File: config.mk
export PLATFORM = sky130hd
export DESIGN_NAME = hsv_to_rgb_converter_top
export DESIGN_NICKNAME = d
export VERILOG_FILES = /design/src/sv/hsvrgb_pkg.sv /design/src/sv/hsv_to_rgb_converter_top.sv /design/src/sv/hsvrgb_sector.sv /design/src/sv/hsvrgb_frac.sv /design/src/sv/hsvrgb_blend.sv /design/src/sv/hsvrgb_route.sv
export SDC_FILE = /design/constraint.sdc
export NUM_CORES = 2
export LEC_CHECK = 0
export BUFFER_PORTS_ARGS = -buffer_cell sky130_fd_sc_hd__buf_2
export CAP_MARGIN = 20
export CORE_MARGIN = 4
export CORE_UTILIZATION = 60
export CTS_BUF_LIST = sky130_fd_sc_hd__clkbuf_4 sky130_fd_sc_hd__clkbuf_8 sky130_fd_sc_hd__clkbuf_16
export DETAILED_ROUTE_END_ITERATION = 10
export PLACE_DENSITY = 0.77
export SLEW_MARGIN = 10
export SYNTH_ARGS = -nofsm -noshare
export SYNTH_HDL_FRONTEND = slang
export SYNTH_SLANG_ARGS = --single-unit
File: constraint.sdc
create_clock -name clock -period 28.3 [get_ports clock]
set_input_delay 4.245 -clock clock [delete_from_list [all_inputs] [get_ports clock]]
set_output_delay 4.245 -clock clock [all_outputs]
set_load 0.02 [all_outputs]
File: src/sv/hsvrgb_pkg.sv
package hsvrgb_pkg;

   // Width of every field on the request and response channels.
   localparam int FIELD_W = 16;

   // Default number of fraction bits: ONE = 2**FRAC_BITS stands for 1.0.
   localparam int FRAC_BITS_DEF = 15;

   typedef struct packed {
      logic [FIELD_W-1:0] hue;
      logic [FIELD_W-1:0] saturation;
      logic [FIELD_W-1:0] brightness;
   } hsv_word_type;

   typedef struct packed {
      logic [FIELD_W-1:0] red;
      logic [FIELD_W-1:0] green;
      logic [FIELD_W-1:0] blue;
   } rgb_word_type;

   // Colour-wheel sectors, named by the hues at their two ends.
   typedef enum logic [2:0] {
      SECTOR_RY = 3'd0,
      SECTOR_YG = 3'd1,
      SECTOR_GC = 3'd2,
      SECTOR_CB = 3'd3,
      SECTOR_BM = 3'd4,
      SECTOR_MR = 3'd5
   } sector_type;

endpackage

File: src/sv/hsv_to_rgb_converter_top.sv
// HSV to RGB pixel converter.
// Request channel (req_valid, req_ready, req_word) carries one pixel per word:
// hue, saturation and brightness as unsigned fractions where 2**FRAC_BITS is
// 1.0; values above 1.0 are clamped to 1.0. The response channel (rsp_valid,
// rsp_ready, rsp_word) returns red, green and blue in the same format, one
// word per request, in order.
// The datapath is a four-stage pipeline: sector and fraction, the first
// products (s*f, s*(1-f), p), the second products (q, t), then the channel
// routing into the output register. A word accepted into the first stage
// passes each later stage before it shows on rsp_valid. A new word may be
// accepted every cycle while not frozen. The two chained multiplications
// are each given a stage. If rsp_ready is low with a word waiting, the whole
// pipeline freezes and req_ready falls; nothing is dropped or repeated.
// Reset clears every valid bit; the pipeline is then empty and ready.
module hsv_to_rgb_converter_top #(
   parameter int FRAC_BITS = hsvrgb_pkg::FRAC_BITS_DEF,
   localparam int VAL_W = (FRAC_BITS < hsvrgb_pkg::FIELD_W) ? FRAC_BITS + 1
                                                            : hsvrgb_pkg::FIELD_W
) (
   input  logic                     clock,
   input  logic                     reset,
   input  logic                     req_valid,
   output logic                     req_ready,
   input  hsvrgb_pkg::hsv_word_type req_word,
   output logic                     rsp_valid,
   input  logic                     rsp_ready,
   output hsvrgb_pkg::rgb_word_type rsp_word
);

   logic advance;
   logic s1_valid_ff, s1_valid_in;
   logic s2_valid_ff, s2_valid_in;
   logic s3_valid_ff, s3_valid_in;
   logic rsp_valid_ff, rsp_valid_in;

   hsvrgb_pkg::sector_type s1_sector, s2_sector, s3_sector;
   logic [FRAC_BITS-1:0]   s1_frac;
   logic [VAL_W-1:0]       s1_sat, s1_val;
   logic [VAL_W-1:0]       s2_sf, s2_snf, s2_p, s2_val;
   logic [VAL_W-1:0]       s3_q, s3_t, s3_p, s3_val;

   // The pipeline moves as one whenever the output register is free or
   // being emptied.
   assign advance   = !rsp_valid_ff || rsp_ready;
   assign req_ready = advance;
   assign rsp_valid = rsp_valid_ff;

   always_comb begin
      s1_valid_in  = advance ? req_valid   : s1_valid_ff;
      s2_valid_in  = advance ? s1_valid_ff : s2_valid_ff;
      s3_valid_in  = advance ? s2_valid_ff : s3_valid_ff;
      rsp_valid_in = advance ? s3_valid_ff : rsp_valid_ff;
   end

   always_ff @(posedge clock) begin
      if (reset) begin
         s1_valid_ff  <= 1'b0;
         s2_valid_ff  <= 1'b0;
         s3_valid_ff  <= 1'b0;
         rsp_valid_ff <= 1'b0;
      end else begin
         s1_valid_ff  <= s1_valid_in;
         s2_valid_ff  <= s2_valid_in;
         s3_valid_ff  <= s3_valid_in;
         rsp_valid_ff <= rsp_valid_in;
      end
   end

   hsvrgb_sector #(.FRAC_BITS(FRAC_BITS)) u_sector (
      .clock     (clock),
      .advance   (advance),
      .req_word  (req_word),
      .sector_ff (s1_sector),
      .frac_ff   (s1_frac),
      .sat_ff    (s1_sat),
      .val_ff    (s1_val)
   );

   hsvrgb_frac #(.FRAC_BITS(FRAC_BITS)) u_frac (
      .clock     (clock),
      .advance   (advance),
      .sector    (s1_sector),
      .frac      (s1_frac),
      .sat       (s1_sat),
      .val       (s1_val),
      .sector_ff (s2_sector),
      .sf_ff     (s2_sf),
      .snf_ff    (s2_snf),
      .p_ff      (s2_p),
      .val_ff    (s2_val)
   );

   hsvrgb_blend #(.FRAC_BITS(FRAC_BITS)) u_blend (
      .clock     (clock),
      .advance   (advance),
      .sector    (s2_sector),
      .sf        (s2_sf),
      .snf       (s2_snf),
      .p         (s2_p),
      .val       (s2_val),
      .sector_ff (s3_sector),
      .q_ff      (s3_q),
      .t_ff      (s3_t),
      .p_ff      (s3_p),
      .val_ff    (s3_val)
   );

   hsvrgb_route #(.FRAC_BITS(FRAC_BITS)) u_route (
      .clock       (clock),
      .advance     (advance),
      .sector      (s3_sector),
      .q           (s3_q),
      .t           (s3_t),
      .p           (s3_p),
      .val         (s3_val),
      .rsp_word_ff (rsp_word)
   );

endmodule

File: src/sv/hsvrgb_sector.sv
module hsvrgb_sector #(
   parameter int FRAC_BITS = hsvrgb_pkg::FRAC_BITS_DEF,
   localparam int VAL_W = (FRAC_BITS < hsvrgb_pkg::FIELD_W) ? FRAC_BITS + 1
                                                            : hsvrgb_pkg::FIELD_W
) (
   input  logic                     clock,
   input  logic                     advance,
   input  hsvrgb_pkg::hsv_word_type req_word,
   output hsvrgb_pkg::sector_type   sector_ff,
   output logic [FRAC_BITS-1:0]     frac_ff,
   output logic [VAL_W-1:0]         sat_ff,
   output logic [VAL_W-1:0]         val_ff
);

   localparam int CMP_W = (FRAC_BITS + 1 > hsvrgb_pkg::FIELD_W) ? FRAC_BITS + 1
                                                                : hsvrgb_pkg::FIELD_W;
   localparam int H6_W  = FRAC_BITS + 3;
   localparam logic [FRAC_BITS:0] ONE = {1'b1, {FRAC_BITS{1'b0}}};

   hsvrgb_pkg::sector_type sector_in;
   logic [FRAC_BITS-1:0]   frac_in;
   logic [VAL_W-1:0]       sat_in;
   logic [VAL_W-1:0]       val_in;
   logic [VAL_W-1:0]       hue_sat;
   logic [H6_W-1:0]        hue_ext;
   logic [H6_W-1:0]        hue6;
   logic [2:0]             sector_raw;

   // Clamp a field to the range 0 .. ONE.
   function automatic logic [VAL_W-1:0] clamp_one(input logic [hsvrgb_pkg::FIELD_W-1:0] x);
      logic over;
      over = CMP_W'(x) > CMP_W'(ONE);
      return over ? ONE[VAL_W-1:0] : x[VAL_W-1:0];
   endfunction

   always_comb begin
      hue_sat    = clamp_one(req_word.hue);
      sat_in     = clamp_one(req_word.saturation);
      val_in     = clamp_one(req_word.brightness);
      hue_ext    = H6_W'(hue_sat);
      hue6       = (hue_ext << 2) + (hue_ext << 1);
      sector_raw = hue6[H6_W-1:FRAC_BITS];
      frac_in    = hue6[FRAC_BITS-1:0];
      // A full-turn hue lands one past the last sector and wraps to the first.
      if (sector_raw > 3'(hsvrgb_pkg::SECTOR_MR)) begin
         sector_in = hsvrgb_pkg::SECTOR_RY;
      end else begin
         sector_in = hsvrgb_pkg::sector_type'(sector_raw);
      end
   end

   always_ff @(posedge clock) begin
      if (advance) begin
         sector_ff <= sector_in;
         frac_ff   <= frac_in;
         sat_ff    <= sat_in;
         val_ff    <= val_in;
      end
   end

endmodule

File: src/sv/hsvrgb_frac.sv
module hsvrgb_frac #(
   parameter int FRAC_BITS = hsvrgb_pkg::FRAC_BITS_DEF,
   localparam int VAL_W = (FRAC_BITS < hsvrgb_pkg::FIELD_W) ? FRAC_BITS + 1
                                                            : hsvrgb_pkg::FIELD_W
) (
   input  logic                   clock,
   input  logic                   advance,
   input  hsvrgb_pkg::sector_type sector,
   input  logic [FRAC_BITS-1:0]   frac,
   input  logic [VAL_W-1:0]       sat,
   input  logic [VAL_W-1:0]       val,
   output hsvrgb_pkg::sector_type sector_ff,
   output logic [VAL_W-1:0]       sf_ff,
   output logic [VAL_W-1:0]       snf_ff,
   output logic [VAL_W-1:0]       p_ff,
   output logic [VAL_W-1:0]       val_ff
);

   localparam int PROD_W = VAL_W + FRAC_BITS + 1;
   localparam logic [FRAC_BITS:0] ONE = {1'b1, {FRAC_BITS{1'b0}}};

   logic [FRAC_BITS:0] one_minus_f;
   logic [FRAC_BITS:0] one_minus_s;
   logic [PROD_W-1:0]  sf_prod;
   logic [PROD_W-1:0]  snf_prod;
   logic [PROD_W-1:0]  p_prod;

   always_comb begin
      one_minus_f = ONE - (FRAC_BITS + 1)'(frac);
      one_minus_s = ONE - (FRAC_BITS + 1)'(sat);
      sf_prod     = PROD_W'(sat) * PROD_W'(frac);
      snf_prod    = PROD_W'(sat) * PROD_W'(one_minus_f);
      p_prod      = PROD_W'(val) * PROD_W'(one_minus_s);
   end

   // Each product is at most its first factor, so VAL_W bits above the
   // fraction hold it whole.
   always_ff @(posedge clock) begin
      if (advance) begin
         sector_ff <= sector;
         sf_ff     <= sf_prod[VAL_W+FRAC_BITS-1:FRAC_BITS];
         snf_ff    <= snf_prod[VAL_W+FRAC_BITS-1:FRAC_BITS];
         p_ff      <= p_prod[VAL_W+FRAC_BITS-1:FRAC_BITS];
         val_ff    <= val;
      end
   end

endmodule

File: src/sv/hsvrgb_blend.sv
module hsvrgb_blend #(
   parameter int FRAC_BITS = hsvrgb_pkg::FRAC_BITS_DEF,
   localparam int VAL_W = (FRAC_BITS < hsvrgb_pkg::FIELD_W) ? FRAC_BITS + 1
                                                            : hsvrgb_pkg::FIELD_W
) (
   input  logic                   clock,
   input  logic                   advance,
   input  hsvrgb_pkg::sector_type sector,
   input  logic [VAL_W-1:0]       sf,
   input  logic [VAL_W-1:0]       snf,
   input  logic [VAL_W-1:0]       p,
   input  logic [VAL_W-1:0]       val,
   output hsvrgb_pkg::sector_type sector_ff,
   output logic [VAL_W-1:0]       q_ff,
   output logic [VAL_W-1:0]       t_ff,
   output logic [VAL_W-1:0]       p_ff,
   output logic [VAL_W-1:0]       val_ff
);

   localparam int PROD_W = VAL_W + FRAC_BITS + 1;
   localparam logic [FRAC_BITS:0] ONE = {1'b1, {FRAC_BITS{1'b0}}};

   logic [FRAC_BITS:0] one_minus_sf;
   logic [FRAC_BITS:0] one_minus_snf;
   logic [PROD_W-1:0]  q_prod;
   logic [PROD_W-1:0]  t_prod;

   always_comb begin
      one_minus_sf  = ONE - (FRAC_BITS + 1)'(sf);
      one_minus_snf = ONE - (FRAC_BITS + 1)'(snf);
      q_prod        = PROD_W'(val) * PROD_W'(one_minus_sf);
      t_prod        = PROD_W'(val) * PROD_W'(one_minus_snf);
   end

   always_ff @(posedge clock) begin
      if (advance) begin
         sector_ff <= sector;
         q_ff      <= q_prod[VAL_W+FRAC_BITS-1:FRAC_BITS];
         t_ff      <= t_prod[VAL_W+FRAC_BITS-1:FRAC_BITS];
         p_ff      <= p;
         val_ff    <= val;
      end
   end

endmodule

File: src/sv/hsvrgb_route.sv
module hsvrgb_route #(
   parameter int FRAC_BITS = hsvrgb_pkg::FRAC_BITS_DEF,
   localparam int VAL_W = (FRAC_BITS < hsvrgb_pkg::FIELD_W) ? FRAC_BITS + 1
                                                            : hsvrgb_pkg::FIELD_W
) (
   input  logic                     clock,
   input  logic                     advance,
   input  hsvrgb_pkg::sector_type   sector,
   input  logic [VAL_W-1:0]         q,
   input  logic [VAL_W-1:0]         t,
   input  logic [VAL_W-1:0]         p,
   input  logic [VAL_W-1:0]         val,
   output hsvrgb_pkg::rgb_word_type rsp_word_ff
);

   logic [VAL_W-1:0]         red;
   logic [VAL_W-1:0]         green;
   logic [VAL_W-1:0]         blue;
   hsvrgb_pkg::rgb_word_type rsp_word_in;

   always_comb begin
      case (sector)
         hsvrgb_pkg::SECTOR_RY: begin
            red = val; green = t;   blue = p;
         end
         hsvrgb_pkg::SECTOR_YG: begin
            red = q;   green = val; blue = p;
         end
         hsvrgb_pkg::SECTOR_GC: begin
            red = p;   green = val; blue = t;
         end
         hsvrgb_pkg::SECTOR_CB: begin
            red = p;   green = q;   blue = val;
         end
         hsvrgb_pkg::SECTOR_BM: begin
            red = t;   green = p;   blue = val;
         end
         default: begin
            red = val; green = p;   blue = q;
         end
      endcase
      rsp_word_in.red   = hsvrgb_pkg::FIELD_W'(red);
      rsp_word_in.green = hsvrgb_pkg::FIELD_W'(green);
      rsp_word_in.blue  = hsvrgb_pkg::FIELD_W'(blue);
   end

   always_ff @(posedge clock) begin
      if (advance) begin
         rsp_word_ff <= rsp_word_in;
      end
   end

endmodule
==> flow_metrics.env <==
export IMPL_regToRegStartpoint="u_frac.sf_ff[2]$_DFFE_PP_"
export IMPL_cts_hold_buf=0
export IMPL_cp_arrival_ns=4.74
export IMPL_ant_nets=0
export IMPL_clock_sinks=235
export IMPL_fin_tns_setup_ns=0
export IMPL_cts_resized=0
export IMPL_ys_warnings_count=0
export IMPL_die_y_um=293.8
export IMPL_tritoncts="yes"
export IMPL_io_buffers=101
export IMPL_row_count=104
export IMPL_tightest_slew_ns=1.048
export IMPL_ys_types=78
export IMPL_async_flop_share=0
export IMPL_antenna_found_initial=2
export IMPL_fin_crit_sh=0.3175
export IMPL_period_needed_ns=8.986
export IMPL_cts_htree_levels=1
export IMPL_wl_per_cell_um=18.38
export IMPL_clock_latency_ns=0.61
export IMPL_cp_buffers_inverters=2
export IMPL_fin_skew_ns=0.03421
export IMPL_critical_path_cell_chain="buf_2 -> nand2b_4 -> buf_2"
export IMPL_overflow=0
export IMPL_dp_hpwl_um=85610
export IMPL_status="completed"
export IMPL_worst_hold_path_type="reg -> reg"
export IMPL_yosysTopAreaCellShare=0.3762
export IMPL_syn_area_per_cell_um2=9.631
export IMPL_min_from="u_frac.sector_ff[2]$_DFFE_PP_"
export IMPL_crit_family="buffers and inverters"
export IMPL_synth_ff_type="edfxtp_1"
export IMPL_clk_path_buf_depth=3
export IMPL_finalSetupViolations=0
export IMPL_maxCapViolCount=0
export IMPL_hold_viol=0
export IMPL_syn_to_final_growth_pct=5.185
export IMPL_final_max_slew_violation_count=0
export IMPL_dieArea_mm2=0.08632
export IMPL_cp_slowest_stage_delay_ns=0.20
export IMPL_cts_root_buf="clkbuf_16"
export IMPL_grt_use_met2=0.4514
export IMPL_wl_um=112900
export IMPL_drive_gt1_frac=0.06356
export IMPL_viasPerCell=5.556
export IMPL_use_met3=0.05389
export IMPL_post_cts_buffers=0
export IMPL_synthTopCellsByArea="fa_1 38%, edfxtp_1 14%, ha_1 13%, inv_1 8.1%, and2_1 7.4%"
export IMPL_critPathSlowestCell="nand2b_4"
export IMPL_dr_pass1_iters=6
export IMPL_cp_end_kind="output pin"
export IMPL_io_pins=102
export IMPL_top_usage_layer="met2"
export IMPL_drc=0
export IMPL_crit_type="in -> out"
export IMPL_use_met1=0.3609
export IMPL_syn_inst=5089
export IMPL_cp_max_fo=3
export IMPL_routabilityCongestion=0.8857
export IMPL_synth_edf_count=231
export IMPL_cp_startpoint="rsp_ready"
export IMPL_numCtsBuffers=28
export IMPL_holdWs_ns=0.4197
export IMPL_diodes=0
export IMPL_track_usage=0.2699
export IMPL_initial_core_util=0.6065
export IMPL_path_common_cell="buf_2"
export IMPL_drt_iter0_markers=2227
export IMPL_largest_register="u_route.rsp_word_ff"
export IMPL_synth_common_cells="1,060 x inv_1, 921 x fa_1, 664 x nand2_1, 582 x and2_1, 512 x ha_1"
export IMPL_cp_start_kind="input pin"
export IMPL_instances_no_fill=6142
export IMPL_num_vias=34130
export IMPL_cts_clk_slew_worst_paths_ns=0.05
export IMPL_netlist_area_mm2=0.04901
export IMPL_synth_fp_nets=6574
export IMPL_largest_reg_flops=48
export IMPL_grt_max_degree=97
export IMPL_dp_cells=6090
export IMPL_max_freq_mhz=111.3
export IMPL_grt_pass1_vias=37040
export IMPL_grt_pass1_wl_um=186900
export IMPL_fill_cells=6381
export IMPL_synth_top_area_cell="fa_1"
export IMPL_layout_nets=6549
export IMPL_rsz0062_at_grt="no"
export IMPL_core_area_mm2=0.08081
export IMPL_synth_most_common_cell="inv_1"
export IMPL_utilization=0.6380
export IMPL_ys_seq_area_frac=0.1432
export IMPL_die_x_um=293.8
export IMPL_cp_required_ns=24.05
export IMPL_synth_seq_cells=235
export IMPL_relSlewSlack=0.2981
[cells in the final DEF, fill, tap and decap left out, types with 38 or more instances in the layout]
master and instances:
inv_1 1060, fa_1 921, nand2_1 664, and2_1 582, ha_1 512, edfxtp_1 231
a21oi_1 104, buf_2 101, nor2_1 97, xnor2_1 88, buf_4 84, nor2b_1 70
xor2_1 49, mux2_2 48, a211oi_1 41, nor3_1 38
[worst register-to-register path, delay by kind of cell (launching register included)]
kind	cells	cell delay [ns]
simple gates	10	2.19
flops	1	0.45
compound gates	6	1.38
fa+ha+maj	7	3.16
buf+inv	3	0.14
xor+xnor	2	0.76
[metal layers]
layer,share of wire,up-vias,routed length [um]
met5,0,-,0
met1,0.41,17140,46300
met4,0.031,0,3519
met3,0.086,241,9653
met2,0.47,1292,53420
li1,-,15460,-
[worst paths after layout]
kind                                    endpoint  depth (start not counted)  slack [ns]
setup / recovery                       req_ready                          3       19.31
hold / removal    u_blend.sector_ff[2]$_DFFE_PP_                          0        0.42
setup reg to reg      u_blend.q_ff[14]$_DFFE_PP_                         28       19.96
hold reg to reg   u_blend.sector_ff[2]$_DFFE_PP_                          0        0.42
[logic make-up after synthesis]
| family | after synthesis | synth area share |
|---|---|---|
| xor+xnor | 152 | 0.02747 |
| mux | 84 | 0.01838 |
| simple gates | 1570 | 0.1621 |
| fa+ha+maj | 1433 | 0.5069 |
| flops | 235 | 0.1432 |
| buf+inv | 1301 | 0.09982 |
| compound gates | 314 | 0.04215 |
[metrics by stage]
stage                     area (um2)  setup WS [ns]
after global routing           51550          19.26
after detailed placement       50630          19.30
after floorplan                49010          13.16
after global placement         50630          19.30
after CTS                      51520          19.30
final                          51550          19.31
[cell type report]
class / instances / area, um2 / area share
multi-input cells: 3553 / 37210 / 0.7218
flip-flops and latches: 235 / 7017 / 0.1361
inverters: 1061 / 3983 / 0.07725
well taps: 1060 / 1326 / 0.02573
repair buffers: 185 / 1136 / 0.02204
clock buffers: 32 / 730.7 / 0.01417
clock inverters: 16 / 150.1 / 0.002912
Power is not shown: default switching activity piles up to over one toggle a cycle in this logic, so the estimate is an artifact.
